--- src/lagged_difference_filter_defines.svh ---
// assertion macros for the lagged difference filter
`ifndef LAGGED_DIFFERENCE_FILTER_DEFINES_SVH
`define LAGGED_DIFFERENCE_FILTER_DEFINES_SVH

// same-cycle implication, checked at every rising edge out of reset
`define LDF_ASSERT_IMP(lbl, ante, cons, msg) \
  lbl: assert property (@(posedge clk) disable iff (!rst_n) (ante) |-> (cons)) \
    else $error(msg);

// next-cycle implication
`define LDF_ASSERT_NXT(lbl, ante, cons, msg) \
  lbl: assert property (@(posedge clk) disable iff (!rst_n) (ante) |=> (cons)) \
    else $error(msg);

`endif

--- src/ldf_pkg.sv ---
// shared constants and register codes of the lagged difference filter
`default_nettype none

package ldf_pkg;

  localparam int LDF_MAX_LAG     = 16;
  localparam int LDF_MAX_ORDER   = 4;
  localparam int LDF_SAMPLE_BITS = 16;

  localparam int LAG_REG_W   = 5;
  localparam int ORDER_REG_W = 3;
  localparam int CFG_ADDR_W  = 2;
  localparam int CFG_DATA_W  = 5;

  typedef enum logic [CFG_ADDR_W-1:0] {
    CFG_LAG_DISTANCE     = 2'd0,
    CFG_DIFFERENCE_ORDER = 2'd1
  } cfg_reg_t;

endpackage

`default_nettype wire

--- src/ldf_ram.sv ---
// generic single-write, single-read ram with registered read data
`default_nettype none

module ldf_ram #(
  parameter int WIDTH = 8,
  parameter int DEPTH = 16
) (
  input  wire logic                                   clk,
  input  wire logic                                   we,
  input  wire logic [((DEPTH > 1) ? $clog2(DEPTH) : 1)-1:0] waddr,
  input  wire logic [WIDTH-1:0]                       wdata,
  input  wire logic                                   re,
  input  wire logic [((DEPTH > 1) ? $clog2(DEPTH) : 1)-1:0] raddr,
  output logic      [WIDTH-1:0]                       rdata
);

  logic [WIDTH-1:0] mem_r [0:DEPTH-1];
  logic [WIDTH-1:0] rdata_r;

  // read returns the old word when the same entry is written in that cycle
  always_ff @(posedge clk) begin
    if (we) begin
      mem_r[waddr] <= wdata;
    end
    if (re) begin
      rdata_r <= mem_r[raddr];
    end
  end

  assign rdata = rdata_r;

endmodule

`default_nettype wire

--- src/lagged_difference_filter.sv ---
// Lagged difference filter: order-d differencing with lag L of a signed sample
// stream, one sample per clock unless the output stalls, with a compute stage
// register ahead of the output register. Every stage's delay line sits in one
// history ram of MAX_LAG rows, each row holding the MAX_ORDER stage inputs for one
// ring position; an accepted sample reads its row, the compute stage runs the
// subtraction chain and writes the row back as it advances, and a bypass register
// covers the next sample reading the row being written, as at lag one. A result
// is given once d*L samples of the current series have arrived; a new series
// starts with in_tuser or after a lag or order register write. History is never
// cleared: the warm-up count hides every entry not yet written in the series.
`default_nettype none

module lagged_difference_filter
  import ldf_pkg::*;
#(
  parameter int MAX_LAG     = LDF_MAX_LAG,
  parameter int MAX_ORDER   = LDF_MAX_ORDER,
  parameter int SAMPLE_BITS = LDF_SAMPLE_BITS
) (
  input  wire logic                                         clk,
  input  wire logic                                         rst_n,
  // input stream
  input  wire logic                                         in_tvalid,
  output logic                                              in_tready,
  input  wire logic [((SAMPLE_BITS+7)/8)*8-1:0]             in_tdata,  // sample_value
  input  wire logic                                         in_tuser,  // series_start
  // result stream
  output logic                                              out_tvalid,
  input  wire logic                                         out_tready,
  output logic [((SAMPLE_BITS+MAX_ORDER+7)/8)*8-1:0]        out_tdata, // difference_value
  // configuration writes
  input  wire logic                                         cfg_we,
  input  wire logic [CFG_ADDR_W-1:0]                        cfg_addr,
  input  wire logic [CFG_DATA_W-1:0]                        cfg_wdata
);

`include "lagged_difference_filter_defines.svh"

  localparam int OUT_BITS    = SAMPLE_BITS + MAX_ORDER;
  localparam int OUT_TDATA_W = ((OUT_BITS + 7) / 8) * 8;
  localparam int POS_W       = (MAX_LAG > 1) ? $clog2(MAX_LAG) : 1;
  localparam int LAG_W       = $clog2(MAX_LAG + 1);
  localparam int ORD_W       = $clog2(MAX_ORDER + 1);
  localparam int SEEN_LIMIT  = MAX_ORDER * MAX_LAG;
  localparam int SEEN_W      = $clog2(SEEN_LIMIT + 1);
  localparam int ROW_W       = MAX_ORDER * OUT_BITS;

  // configuration and series state
  logic [LAG_REG_W-1:0]   lag_r;
  logic [ORDER_REG_W-1:0] order_r;
  logic [POS_W-1:0]       ring_r;
  logic [SEEN_W-1:0]      seen_r;

  // compute stage
  logic                          s1_valid_r;
  logic                          s1_emit_r;
  logic signed [SAMPLE_BITS-1:0] s1_sample_r;
  logic [POS_W-1:0]              s1_pos_r;
  logic                          fwd_hit_r;
  logic [ROW_W-1:0]              fwd_row_r;

  // output register
  logic                out_valid_r;
  logic [OUT_BITS-1:0] out_data_r;

  logic [LAG_W-1:0]       lag_eff;
  logic [ORD_W-1:0]       ord_eff;
  logic [ORD_W+LAG_W-1:0] need_cnt;
  logic                   in_acc;
  logic [SEEN_W-1:0]      seen0;
  logic [POS_W-1:0]       ring0;
  logic [POS_W-1:0]       pos0;
  logic [LAG_W-1:0]       pos_inc;
  logic [POS_W-1:0]       ring_nxt;
  logic [SEEN_W-1:0]      seen_nxt;
  logic                   emit0;
  logic                   out_free;
  logic                   s1_adv;
  logic [ROW_W-1:0]       ram_rdata;
  logic [ROW_W-1:0]       old_row;
  logic [ROW_W-1:0]       new_row;
  logic [OUT_BITS-1:0]    cur [0:MAX_ORDER];

  // out-of-range lag and order clamp to the supported span
  assign lag_eff = (lag_r == '0) ? LAG_W'(1)
                 : ((32'(lag_r) > MAX_LAG) ? LAG_W'(MAX_LAG) : LAG_W'(lag_r));
  assign ord_eff = (32'(order_r) > MAX_ORDER) ? ORD_W'(MAX_ORDER) : ORD_W'(order_r);
  assign need_cnt = (ORD_W+LAG_W)'(ord_eff) * (ORD_W+LAG_W)'(lag_eff);

  assign out_free  = !out_valid_r || out_tready;
  assign s1_adv    = s1_valid_r && (!s1_emit_r || out_free);
  assign in_tready = !s1_valid_r || s1_adv;
  assign in_acc    = in_tvalid && in_tready;

  always_comb begin
    seen0    = in_tuser ? '0 : seen_r;
    ring0    = in_tuser ? '0 : ring_r;
    pos0     = (32'(ring0) >= 32'(lag_eff)) ? '0 : ring0;
    pos_inc  = LAG_W'(pos0) + LAG_W'(1);
    ring_nxt = (pos_inc >= lag_eff) ? '0 : POS_W'(pos_inc);
    seen_nxt = (32'(seen0) < SEEN_LIMIT) ? seen0 + SEEN_W'(1) : seen0;
    emit0    = 32'(seen0) >= 32'(need_cnt);
  end

  always_ff @(posedge clk) begin
    if (!rst_n) begin
      lag_r   <= LAG_REG_W'(1);
      order_r <= ORDER_REG_W'(1);
      ring_r  <= '0;
      seen_r  <= '0;
    end else if (cfg_we) begin
      case (cfg_addr)
        CFG_LAG_DISTANCE: begin
          lag_r  <= cfg_wdata[LAG_REG_W-1:0];
          ring_r <= '0;
          seen_r <= '0;
        end
        CFG_DIFFERENCE_ORDER: begin
          order_r <= cfg_wdata[ORDER_REG_W-1:0];
          ring_r  <= '0;
          seen_r  <= '0;
        end
        default: begin
        end
      endcase
    end else if (in_acc) begin
      ring_r <= ring_nxt;
      seen_r <= seen_nxt;
    end
  end

  ldf_ram #(
    .WIDTH (ROW_W),
    .DEPTH (MAX_LAG)
  ) u_hist_ram (
    .clk   (clk),
    .we    (s1_adv),
    .waddr (s1_pos_r),
    .wdata (new_row),
    .re    (in_acc),
    .raddr (pos0),
    .rdata (ram_rdata)
  );

  // row written on the edge that read it comes from the bypass register
  assign old_row = fwd_hit_r ? fwd_row_r : ram_rdata;

  always_comb begin
    cur[0] = OUT_BITS'(s1_sample_r);
    for (int k = 0; k < MAX_ORDER; k++) begin
      new_row[k*OUT_BITS +: OUT_BITS] = cur[k];
      cur[k+1] = cur[k] - old_row[k*OUT_BITS +: OUT_BITS];
    end
  end

  always_ff @(posedge clk) begin
    if (!rst_n) begin
      s1_valid_r  <= 1'b0;
      s1_emit_r   <= 1'b0;
      fwd_hit_r   <= 1'b0;
      out_valid_r <= 1'b0;
    end else begin
      if (in_acc) begin
        s1_valid_r <= 1'b1;
        s1_emit_r  <= emit0;
        fwd_hit_r  <= s1_adv && (s1_pos_r == pos0);
      end else if (s1_adv) begin
        s1_valid_r <= 1'b0;
        fwd_hit_r  <= 1'b0;
      end
      if (s1_adv && s1_emit_r) begin
        out_valid_r <= 1'b1;
      end else if (out_tready) begin
        out_valid_r <= 1'b0;
      end
    end
  end

  always_ff @(posedge clk) begin
    if (in_acc) begin
      s1_sample_r <= in_tdata[SAMPLE_BITS-1:0];
      s1_pos_r    <= pos0;
      fwd_row_r   <= new_row;
    end
    if (s1_adv && s1_emit_r) begin
      out_data_r <= cur[ord_eff];
    end
  end

  assign out_tvalid = out_valid_r;
  assign out_tdata  = OUT_TDATA_W'(out_data_r);

  `LDF_ASSERT_IMP(a_fwd_needs_item, fwd_hit_r, s1_valid_r, "bypass set with empty stage")
  `LDF_ASSERT_IMP(a_ring_in_lag, 1'b1, 32'(ring_r) < 32'(lag_eff), "ring position beyond lag")
  `LDF_ASSERT_IMP(a_seen_sat, 1'b1, 32'(seen_r) <= SEEN_LIMIT, "sample count past limit")
  `LDF_ASSERT_NXT(a_result_lands, s1_adv && s1_emit_r, out_tvalid, "result lost at output")

endmodule

`default_nettype wire

--- config.mk ---
export PLATFORM = sky130hd
export DESIGN_NAME = lagged_difference_filter
export DESIGN_NICKNAME = d
export VERILOG_FILES = /design/src/ldf_pkg.sv /design/src/ldf_ram.sv /design/src/lagged_difference_filter.sv
export VERILOG_INCLUDE_DIRS = /design/src /design/src/src
export SDC_FILE = /design/constraint.sdc
export NUM_CORES = 2
export LEC_CHECK = 0
export BUFFER_PORTS_ARGS = -buffer_cell sky130_fd_sc_hd__buf_2
export CORE_MARGIN = 1
export CORE_UTILIZATION = 50
export CTS_CLUSTER_DIAMETER = 60
export DETAILED_ROUTE_END_ITERATION = 7
export PLACE_DENSITY_LB_ADDON = 0.05
export SLEW_MARGIN = 20
export SYNTH_ARGS = -nofsm -noshare
export SYNTH_HDL_FRONTEND = slang
export SYNTH_HIERARCHICAL = 1
export SYNTH_SLANG_ARGS = --single-unit
--- constraint.sdc ---
create_clock -name clk -period 12.84 [get_ports clk]
set_input_delay 1.926 -clock clk [delete_from_list [all_inputs] [get_ports clk]]
set_output_delay 1.926 -clock clk [all_outputs]
set_load 0.02 [all_outputs]
==> flow_summary.yaml <==
run_status:
  status: "completed"
floorplanning:
  fp.dieH_um: 351
  num_io_pins: 55
  initial_core_util_pct: 50.7
  die_area_mm2: 0.124
  die_x_um: 351
  rows: 127
  coreArea_mm2: 0.120
placement:
  io_buffers: 50
  dp_slack_ns: 4.11
  hpwl_mm: 84.2
  gp_congestion: 0.843
clock_network:
  cts_hold_buf: 0
  cts_buffers: 157
  clk_latency_ns: 0.76
  htree_levels: 4
  cts.sinks: 1499
  root_buffer: "clkbuf_16"
  clock_path_buffers: 3
  cts_tree: "yes"
  path_clk_slew_ns: 0.06
  postCtsSetupRepairBufs: 0
  cts_resized: 0
critical_path:
  r2r_start: "s1_sample_r[0]"
  required_ns: 13.43
  reg2reg_slack_ns: 4.42
  crit_slowest_cell: "fa_1"
  worstSetupPathType: "flop to flop"
  crit_family: "compound AO/OA/AOI/OAI gates"
  startpoint_type: "flop"
  reg2regPathDepth: 29
  slowest_delay_ns: 0.91
  cp-end-kind: "flop"
  cp_max_fo: 19
  timing.rr.end: "out_data_r[19]"
  critical_path.most_common_cell: "o21ai_0"
  cp.buffers_inverters: 4
  crit_arrival_ns: 9.02
timing:
  hold_viol: 0
  setup_tns_ns: 0
  worstMarginPinSlew_ns: 1.14
  finalSetupViolCount: 0
  drv_slew: 0
  fmax_mhz: 119
  relSlewSlack_pct: 23.6
  rsz0062_at_grt: "false"
  final.setup.worst_slack_ns: 4.42
  skew_ns: 0.0253
  holdWs_ns: 0.472
  period_needed_ns: 8.42
  post-route-period-util_pct: 65.6
global_route:
  grt_pass1_wl_mm: 221
  grt_pass1_vias: 32500
  grt_usage_pct: 25.3
  grt_remaining_overflow: 0
  grt_start_max_net_pins: 121
  antenna_found_initial: 1
worst_hold_path:
  hp-class: "flop to flop"
  min_to: "ring_r[0]"
  whs_path_depth: 2
  min_from: "ring_r[0]"
yosys:
  syn_area_mm2: 0.0611
  synth_mux_area_share_pct: 13.7
  yosys.area_share.xor_xnor_pct: 1.14
  synth_cells: 3131
  ys_seq_area_share_pct: 73.4
  synth_simple_gate_area_share_pct: 3.23
  synth-edff-count: 1476
  ys_ff_latch: 1499
  yosysWarningCount: 6
  syn_avg_cell_area_um2: 19.5
  synth_compound_area_share_pct: 4.81
  synth_top_family_by_area: "multiplexers"
  async_flop_share_pct: 0
  yosys.cell_types.count: 85
  synth_fa_ha_area_share_pct: 2.26
  synth_flop_cell: "edfxtp_1"
cells_and_area:
  final_common_cell: "edfxtp_1"
  drive_gt1_share_pct: 22.7
  most-common-layout-cells: "edfxtp_1 (1476), mux4_2 (326), a22oi_1 (164)"
  fillers: 9102
  finish.net_count: 3457
  synthToLayoutAreaGrowth_pct: 12.5
  diodes: 0
detailed_routing:
  drc: 0
  vias_per_cell: 6.21
  num_vias: 31400
  wl_mm: 153
  dr.pass1.iters: 5
  drt.antenna.violating_nets: 0
  wire_per_inst_um: 30.3
  drtIter0Drc: 3120
power:
  p_leak_nw: 21.9
  p_total_mw: 12.8
  ir_worst_vdd_mv: 0.134
  power.density_mw_per_mm2: 186
job:
  maxCapViolations: 0
==> synth_stat cells, drive strengths merged (56+ instances only) <==
| cell | instances | area [um2] |
|---|---|---|
| a21oi | 58 | 298 |
| mux4 | 326 | 7340 |
| nand2 | 159 | 597 |
| mux2i | 88 | 885 |
| o21ai | 62 | 310 |
| buf | 70 | 422 |
| nor2 | 76 | 302 |
| a22oi | 164 | 1230 |
| clkbuf | 73 | 274 |
| edfxtp | 1476 | 44300 |
| inv | 56 | 210 |
| ha | 96 | 1200 |
==> registers in the layout (all words and copies together) (netlist names) <==
name              count
u_hist_ram/mem_r   1280
u_hist_ram/rdata     80
fwd_row_r            76
out_data_r           20
s1_sample_r          16
seen_r                7
lag_r                 5
ring_r                4
s1_pos_r              4
order_r               3
fwd_hit_r             1
out_tvalid            1
s1_emit_r             1
s1_valid_r            1
==> report_power, final <==
group	internal [mW]	total, mW	switching (mW)
clock	2.43	4.27	1.84
combinational	0.725	2.23	1.50
sequential	6.20	6.25	0.0492
total	9.36	12.8	3.40
==> cell families (layout without fill, tap and decap cells) <==
kind of cell,Yosys count,after routing
AOI/OAI and AO/OA,413,413
xor gates and xnor gates,74,74
adders and majority gates,106,106
buffers and inverters,200,507
DFF,1499,1499
muxes,426,426
other,1,4
and+or+nand+nor,412,412
==> how the worst max path moves through the flow <==
stage	cells after the start	slack, ns	to	startpoint
2_1_floorplan	35	3.83	out_data_r[19]	fwd_hit_r
3_3_place_gp	29	4.35	out_data_r[19]	s1_sample_r[0]
3_5_place_dp	29	4.11	out_data_r[19]	s1_sample_r[0]
4_1_cts	29	4.04	out_data_r[19]	s1_sample_r[0]
5_1_grt	29	3.77	out_data_r[19]	s1_sample_r[0]
6_report	29	4.42	out_data_r[19]	s1_sample_r[0]
==> stage by stage <==
stage               cell area, um2  instances  util [%]
global route                 68700       5053      57.0
global placement             63800       4776      53.0
detailed placement           63800       4777      53.0
finish                       68700       5053      57.0
CTS                          68600       5053      57.0
floorplan                    61100       3134         -
==> worst min-delay path, cell delays in order (launching register included) <==
cell and delay, ns:
dfxtp_1 0.31, nand2_1 0.05, a21boi_0 0.06
==> metal layers <==
| layer | vias up | global-route usage [%] | part of all wire [%] |
|---|---|---|---|
| li1 | 13300 | - | - |
| met1 | 16800 | 34.7 | 42 |
| met2 | 1091 | 42.3 | 50 |
| met3 | 221 | 3.44 | 5.7 |
| met4 | 0 | 7.34 | 2.5 |
| met5 | - | 0 | 0 |
==> area by class of cell <==
| type | count | area [um2] | share of cell area [%] |
|---|---|---|---|
| clock inverters | 84 | 727 | 1.06 |
| multi-input cells | 1435 | 15500 | 22.6 |
| inverters | 57 | 221 | 0.323 |
| well taps | 1612 | 2020 | 2.94 |
| flip-flops and latches | 1499 | 44800 | 65.2 |
| clock buffers | 192 | 4080 | 5.95 |
| repair buffers | 174 | 1280 | 1.86 |
No activity file was read; power rests on OpenSTA's default activity.
